## src/rtl/core/dpc_pkg.sv

```systemverilog
`default_nettype none

package dpc_pkg;

  localparam int TEXT_ROWS    = 25;
  localparam int WIDE_COLUMNS = 80;

  localparam int IN_TDATA_W  = 64;
  localparam int OUT_TDATA_W = 24;
  localparam int CFG_DATA_W  = 8;
  localparam int CFG_IDX_W   = 3;

  typedef enum logic [2:0] {
    MODE_TEXT40        = 3'd0,
    MODE_TEXT80        = 3'd1,
    MODE_CELL_BMP      = 3'd2,
    MODE_RGB565        = 3'd3,
    MODE_RGB332_WIDE   = 3'd4,
    MODE_RGB332_NARROW = 3'd5
  } mode_t;

  typedef enum logic [CFG_IDX_W-1:0] {
    REG_DISPLAY_MODE  = 3'd0,
    REG_BG_INDEX      = 3'd1,
    REG_TEXT_INDEX    = 3'd2,
    REG_ATTR_MODE     = 3'd3,
    REG_CURSOR_COLUMN = 3'd4,
    REG_CURSOR_LINE   = 3'd5,
    REG_CURSOR_SHOWN  = 3'd6
  } reg_idx_t;

  localparam int ATTR_BG_BIT        = 0;
  localparam int ATTR_UNDERLINE_BIT = 2;

  typedef struct packed {
    mode_t       display_mode;
    logic [3:0]  background_index;
    logic [3:0]  text_index;
    logic [2:0]  attr_mode_bits;
    logic [6:0]  cursor_column;
    logic [4:0]  cursor_line;
    logic        cursor_shown;
  } cfg_t;

  // first field in the highest bits
  typedef struct packed {
    logic [7:0] pixel_hi;
    logic [7:0] pixel_lo;
    logic [7:0] attr_byte;
    logic [7:0] char_byte;
    logic [7:0] pattern_byte;
    logic [2:0] glyph_bit;
    logic [2:0] glyph_line;
    logic [4:0] cell_line;
    logic [6:0] cell_col;
  } item_t;

  typedef struct packed {
    logic [7:0] blue;
    logic [7:0] green;
    logic [7:0] red;
  } pixel_t;

  function automatic logic [23:0] palette(input logic [3:0] idx);
    logic [23:0] c;
    case (idx)
      4'd0:    c = 24'h000000;
      4'd1:    c = 24'hFFFFFF;
      4'd2:    c = 24'h813338;
      4'd3:    c = 24'h75CEC8;
      4'd4:    c = 24'h8E3C97;
      4'd5:    c = 24'h003B16;
      4'd6:    c = 24'h2E2C9B;
      4'd7:    c = 24'hEDF171;
      4'd8:    c = 24'h8E5029;
      4'd9:    c = 24'h553800;
      4'd10:   c = 24'hC46C71;
      4'd11:   c = 24'h4A4A4A;
      4'd12:   c = 24'h7B7B7B;
      4'd13:   c = 24'hA9FF9F;
      4'd14:   c = 24'h706DEB;
      default: c = 24'hB2B2B2;
    endcase
    return c;
  endfunction

  // v*255/7 = 36v + floor(3v/7); the small quotient is a reciprocal multiply
  function automatic logic [7:0] expand3(input logic [2:0] v);
    logic [9:0] t;
    logic [9:0] q;
    t = 10'(v) * 10'd3;
    q = 10'((16'(t) * 16'd37) >> 8);
    return 8'(10'(v) * 10'd36 + q);
  endfunction

  function automatic logic [7:0] expand2(input logic [1:0] v);
    return 8'(10'(v) * 10'd85);
  endfunction

  // v*255/31 = 8v + floor(7v/31)
  function automatic logic [7:0] expand5(input logic [4:0] v);
    logic [7:0] t;
    logic [7:0] q;
    t = 8'(v) * 8'd7;
    q = 8'((17'(t) * 17'd265) >> 13);
    return 8'({3'b0, v} << 3) + q;
  endfunction

  // v*255/63 = 4v + floor(v/21)
  function automatic logic [7:0] expand6(input logic [5:0] v);
    logic [7:0] q;
    q = 8'((12'(v) * 12'd49) >> 10);
    return 8'({2'b0, v} << 2) + q;
  endfunction

endpackage

`default_nettype wire

```

## src/rtl/core/dpc_cfg.sv

```systemverilog
`default_nettype none

module dpc_cfg (
  input  wire logic                           clk,
  input  wire logic                           rst_n,
  input  wire logic                           cfg_valid,
  output logic                                cfg_ready,
  input  wire logic [dpc_pkg::CFG_IDX_W-1:0]  cfg_index,
  input  wire logic [dpc_pkg::CFG_DATA_W-1:0] cfg_data,
  output dpc_pkg::cfg_t                       cfg
);
  import dpc_pkg::*;

  cfg_t cfg_r;
  cfg_t cfg_nxt;
  logic wr;

  assign cfg_ready = 1'b1;
  assign wr        = cfg_valid && cfg_ready;
  assign cfg       = cfg_r;

  always_comb begin
    cfg_nxt = cfg_r;
    if (wr) begin
      case (reg_idx_t'(cfg_index))
        REG_DISPLAY_MODE:  cfg_nxt.display_mode     = mode_t'(cfg_data[2:0]);
        REG_BG_INDEX:      cfg_nxt.background_index = cfg_data[3:0];
        REG_TEXT_INDEX:    cfg_nxt.text_index       = cfg_data[3:0];
        REG_ATTR_MODE:     cfg_nxt.attr_mode_bits   = cfg_data[2:0];
        REG_CURSOR_COLUMN: cfg_nxt.cursor_column    = cfg_data[6:0];
        REG_CURSOR_LINE:   cfg_nxt.cursor_line      = cfg_data[4:0];
        REG_CURSOR_SHOWN:  cfg_nxt.cursor_shown     = cfg_data[0];
        default: ;
      endcase
    end
  end

  always_ff @(posedge clk) begin
    if (!rst_n) begin
      cfg_r.display_mode     <= MODE_TEXT40;
      cfg_r.background_index <= 4'd0;
      cfg_r.text_index       <= 4'd1;
      cfg_r.attr_mode_bits   <= 3'd0;
      cfg_r.cursor_column    <= 7'd0;
      cfg_r.cursor_line      <= 5'd0;
      cfg_r.cursor_shown     <= 1'b1;
    end else begin
      cfg_r <= cfg_nxt;
    end
  end

endmodule

`default_nettype wire

```

## src/rtl/core/dpc_shade.sv

```systemverilog
`default_nettype none

module dpc_shade (
  input  wire dpc_pkg::item_t  item,
  input  wire dpc_pkg::cfg_t   cfg,
  output dpc_pkg::pixel_t      pix
);
  import dpc_pkg::*;

  logic        on_screen;
  logic        inv;
  logic [7:0]  pattern;
  logic        bit_on;
  logic [3:0]  bg40_idx;
  logic [23:0] fg;
  logic [23:0] bg;
  logic [23:0] cell_c;
  logic [23:0] c;

  assign on_screen = (32'(item.cell_line) < 32'(TEXT_ROWS)) &&
                     (32'(item.cell_col) < 32'(WIDE_COLUMNS));
  assign inv = cfg.cursor_shown && on_screen &&
               (item.cell_col == cfg.cursor_column) &&
               (item.cell_line == cfg.cursor_line);

  assign bg40_idx = cfg.attr_mode_bits[ATTR_BG_BIT] ? item.attr_byte[7:4]
                                                    : cfg.background_index;

  always_comb begin
    pattern = item.pattern_byte;
    fg      = palette(item.attr_byte[3:0]);
    bg      = palette(item.attr_byte[7:4]);
    case (cfg.display_mode)
      MODE_TEXT40: begin
        bg = palette(bg40_idx);
      end
      MODE_TEXT80: begin
        fg = palette(cfg.text_index);
        bg = palette(cfg.background_index);
        // underline row forces the whole glyph row on
        if (cfg.attr_mode_bits[ATTR_UNDERLINE_BIT] && item.char_byte[7] &&
            item.glyph_line == 3'd7) begin
          pattern = 8'hFF;
        end
      end
      default: ;
    endcase
  end

  assign bit_on = pattern[item.glyph_bit] ^
                  (inv && (cfg.display_mode == MODE_TEXT40 ||
                           cfg.display_mode == MODE_TEXT80));
  assign cell_c = bit_on ? fg : bg;

  always_comb begin
    case (cfg.display_mode)
      MODE_TEXT40, MODE_TEXT80, MODE_CELL_BMP: c = cell_c;
      MODE_RGB565: c = {expand5(item.pixel_hi[7:3]),
                        expand6({item.pixel_hi[2:0], item.pixel_lo[7:5]}),
                        expand5(item.pixel_lo[4:0])};
      MODE_RGB332_WIDE, MODE_RGB332_NARROW:
        c = {expand3(item.pixel_lo[7:5]), expand3(item.pixel_lo[4:2]),
             expand2(item.pixel_lo[1:0])};
      default: c = 24'h000000;
    endcase
  end

  assign pix.red   = c[23:16];
  assign pix.green = c[15:8];
  assign pix.blue  = c[7:0];

endmodule

`default_nettype wire

```

## src/rtl/core/display_pixel_colorizer.sv

```systemverilog
// Throughput: one pixel per cycle while out_tready is high; input register, one colour stage, output register.
// in_tready drops only while both registers hold pixels and out_tready is low.
// Reset (rst_n low, synchronous) empties both stages and loads register defaults.
// Configuration writes are never stalled; cfg_ready is always high.
`default_nettype none

module display_pixel_colorizer (
  input  wire logic                            clk,
  input  wire logic                            rst_n,
  input  wire logic                            in_tvalid,
  output logic                                 in_tready,
  // cell_col, cell_line, glyph_line, glyph_bit, pattern_byte, char_byte,
  // attr_byte, pixel_lo, pixel_hi, zero pad
  input  wire logic [dpc_pkg::IN_TDATA_W-1:0]  in_tdata,
  output logic                                 out_tvalid,
  input  wire logic                            out_tready,
  // red, green, blue
  output logic [dpc_pkg::OUT_TDATA_W-1:0]      out_tdata,
  input  wire logic                            cfg_valid,
  output logic                                 cfg_ready,
  input  wire logic [dpc_pkg::CFG_IDX_W-1:0]   cfg_index,
  input  wire logic [dpc_pkg::CFG_DATA_W-1:0]  cfg_data
);
  import dpc_pkg::*;

  cfg_t   cfg;
  logic   s1_valid_r;
  item_t  s1_item_r;
  pixel_t pix;
  logic   out_valid_r;
  pixel_t out_pix_r;
  logic   s1_adv;
  logic   in_acc;

  dpc_cfg u_cfg (
    .clk       (clk),
    .rst_n     (rst_n),
    .cfg_valid (cfg_valid),
    .cfg_ready (cfg_ready),
    .cfg_index (cfg_index),
    .cfg_data  (cfg_data),
    .cfg       (cfg)
  );

  dpc_shade u_shade (
    .item (s1_item_r),
    .cfg  (cfg),
    .pix  (pix)
  );

  assign s1_adv    = s1_valid_r && (!out_valid_r || out_tready);
  assign in_tready = !s1_valid_r || s1_adv;
  assign in_acc    = in_tvalid && in_tready;

  always_ff @(posedge clk) begin
    if (!rst_n) begin
      s1_valid_r  <= 1'b0;
      out_valid_r <= 1'b0;
    end else begin
      if (in_tready) begin
        s1_valid_r <= in_tvalid;
      end
      if (!out_valid_r || out_tready) begin
        out_valid_r <= s1_valid_r;
      end
    end
  end

  always_ff @(posedge clk) begin
    if (in_acc) begin
      s1_item_r <= item_t'(in_tdata[$bits(item_t)-1:0]);
    end
    if (s1_adv) begin
      out_pix_r <= pix;
    end
  end

  assign out_tvalid = out_valid_r;
  assign out_tdata  = out_pix_r;

  a_accept_fills: assert property (@(posedge clk) disable iff (!rst_n)
    in_acc |=> s1_valid_r)
    else $error("accepted request did not reach the input register");

  a_stall_holds: assert property (@(posedge clk) disable iff (!rst_n)
    (s1_valid_r && !s1_adv) |=> (s1_valid_r && $stable(s1_item_r)))
    else $error("stalled pixel lost from the input register");

  a_adv_fills_out: assert property (@(posedge clk) disable iff (!rst_n)
    s1_adv |=> out_valid_r)
    else $error("advanced pixel did not reach the output register");

  a_no_overrun: assert property (@(posedge clk) disable iff (!rst_n)
    (s1_valid_r && out_valid_r && !out_tready) |-> !in_tready)
    else $error("request taken while both stages are full and stalled");

endmodule

`default_nettype wire

```

## config.mk

```make
export PLATFORM = sky130hd
export DESIGN_NAME = display_pixel_colorizer
export DESIGN_NICKNAME = d
export VERILOG_FILES = /design/src/rtl/core/dpc_pkg.sv /design/src/rtl/core/dpc_cfg.sv /design/src/rtl/core/dpc_shade.sv /design/src/rtl/core/display_pixel_colorizer.sv
export SDC_FILE = /design/constraint.sdc
export NUM_CORES = 1
export LEC_CHECK = 0
export ABC_AREA = 1
export BUFFER_PORTS_ARGS = -buffer_cell sky130_fd_sc_hd__clkbuf_2
export CAP_MARGIN = 20
export CELL_PAD_IN_SITES_DETAIL_PLACEMENT = 0
export CELL_PAD_IN_SITES_GLOBAL_PLACEMENT = 2
export CORE_ASPECT_RATIO = 1.2
export CORE_MARGIN = 3
export CORE_UTILIZATION = 31
export CTS_CLUSTER_SIZE = 28
export DETAILED_ROUTE_END_ITERATION = 6
export HOLD_SLACK_MARGIN = 0.05
export PLACE_DENSITY = 0.82
export SYNTH_ARGS = -nofsm -noshare
export SYNTH_HDL_FRONTEND = slang
export SYNTH_HIERARCHICAL = 1
export SYNTH_SLANG_ARGS = --single-unit
```

## constraint.sdc

```tcl
create_clock -name clk -period 4.69 [get_ports clk]
set_input_delay 0.938 -clock clk [delete_from_list [all_inputs] [get_ports clk]]
set_output_delay 0.938 -clock clk [all_outputs]
set_load 0.05 [all_outputs]
```

==> flow_metrics.tcl <==
set metrics [dict create \
    htreeDepth 3 \
    timing.final.ws_setup_ns -0.00671 \
    endpoint_kind "register" \
    final_common_cell "nand2_1" \
    fp.dieW_um 175 \
    p_leak_uw 0.00602 \
    finClkSkew_ns 0.0120 \
    maxSlewHeadroom_pct 26.3 \
    drive_gt1_share_pct 14.1 \
    drc 0 \
    clock-sinks 103 \
    cts_buffers 9 \
    drt_iter0_drc 667 \
    status "finished with violations" \
    layout_min_cycle_time_ns 4.70 \
    cts_root_buf "clkbuf_16" \
    grt_pass1_vias 9781 \
    clk_pin_slew_ns 0.08 \
    nets 1867 \
    start_util_pct 31.8 \
    core_mm2 0.0335 \
    layout_common_cells "412 x nand2_1, 158 x inv_1, 155 x nor2_1" \
    rows 73 \
    maxCapViolCount 0 \
    ys_warn_count 6 \
    arrival_ns 4.82 \
    insertedDiodeCount 0 \
    max_freq_mhz 213 \
    peakVddDrop_v 0.000191 \
    antenna_found_initial 0 \
    fp.dieArea_mm2 0.0366 \
    rsz0062_at_grt "yes" \
    syn_area_mm2 0.0107 \
    hold_path.class "reg2reg" \
    n_fill_cell 3675 \
    grt_pass1_wl_um 50900 \
    hold_viol 0 \
    areaGrowthSynthToFinish_pct 15.4 \
    gp_congestion 0.913 \
    required_ns 4.81 \
    violations "setup timing" \
    worst_slew_pin_slew_ns 1.11 \
    dr.pass1.iters 5 \
    startpoint_type "register" \
    cts_tree "built" \
    grt.overflow.total 0 \
    io_buffers 91 \
    grt_usage_pct 17.3 \
    via_per_inst 4.89 \
    fin_setup_tns_ns -0.00671 \
    die-height_um 209 \
    path_max_fanout 4 \
    wl_um 32000 \
    drv_slew 0 \
    clk_latency_ns 0.37 \
    postSynthCellCount 1527 \
    setup_viol 1 \
    io-pin-count 107 \
    ant_nets 0 \
    fin_crit_sh_pct 100 \
    place_worst_setup_slack_ns -0.154 \
    syn_nets 1770 \
    critical_path_class "reg2reg" \
    via_count 10200 \
    grt_start_max_net_pins 52 \
    cts_max_path_buffers 2 \
    synth.avg_cell_area_um2 6.97 \
    routedWlPerCell_um 15.4 \
    place_hpwl_um 25300 \
    powerDensity_mw_per_mm2 272 \
]
-- metal layers --
layer	wire length, um	share of wire, %	GRT usage [%]	vias up
met5	0	0	0	-
met4	756	2.4	5.59	0
met3	1190	3.7	1.47	33
met2	15900	50	30.3	212
met1	14100	44	22.3	4674
li1	-	-	-	5250
-- worst max-delay path, cell delays in order (launching register included) --
cell and delay, ns:
edfxtp_1 0.48, fa_1 0.63, ha_4 0.23, a21oi_2 0.12
nand2_1 0.08, nand2_1 0.06, nand2_1 0.07, a21oi_2 0.15
inv_1 0.08, ha_2 0.19, fa_2 0.60, ha_4 0.21
ha_4 0.28, nand2_4 0.04, o21ai_1 0.12, nand2_1 0.08
nand3_2 0.08, nand2_2 0.08, nor2_4 0.15, ha_4 0.16
ha_4 0.14, nand2_2 0.05, o21ai_1 0.13, a21oi_1 0.05
nor2_1 0.12, nand2_1 0.06
-- through the flow --
step                      utilization (%)  std cells  hold WS, ns  area, um2  total power [uW]
after CTS                            35.9       2072        0.494      12000              3250
after detailed placement             34.9       2052        0.482      11700              2470
after floorplan                         -       1527        0.449      10700              2050
after global placement               34.9       2052        0.467      11700              2460
after global routing                 36.7       2079        0.527      12300              3610
final                                36.7       2079        0.491      12300              3340
-- cell type report --
| class | instances | area, um2 | share of cell area (%) |
|---|---|---|---|
| inverters | 169 | 634 | 5.16 |
| multi-input cells | 1200 | 7150 | 58.2 |
| clock inverters | 7 | 62.6 | 0.509 |
| repair buffers | 141 | 843 | 6.86 |
| well taps | 450 | 563 | 4.58 |
| clock buffers | 9 | 225 | 1.83 |
| flip-flops and latches | 103 | 2810 | 22.9 |
-- worst paths after layout --
kind	startpoint	endpoint	slack, ns	cells past startpoint
min reg2reg	u_cfg/cfg[5]	u_cfg/cfg[5]	0.49	2
max reg2reg	s1_item_r[44]	out_tdata[23]	-0.007	25
max	s1_item_r[44]	out_tdata[23]	-0.007	25
min	u_cfg/cfg[5]	u_cfg/cfg[5]	0.49	2
-- what timing repair did --
action | 4_1_cts | 5_1_grt
hold buffers | 0 | 0
pin swaps | 4 | 31
setup endpoints to repair | 4 | 9
setup buffers | 4 | 6
gates resized for setup | 10 | 34
-- flip-flops by register name (all words and copies together), names as in the netlist --
name,flops
s1_valid_r,1
s1_item_r,51
out_tdata,24
out_tvalid,1
u_cfg/cfg,26
-- where the power goes --
part           internal, uW  switching [uW]
Clock                   373             378
Combinational           593             890
Sequential             1050            58.2
Total                  2010            1330
No activity file was read; power rests on OpenSTA's default activity.
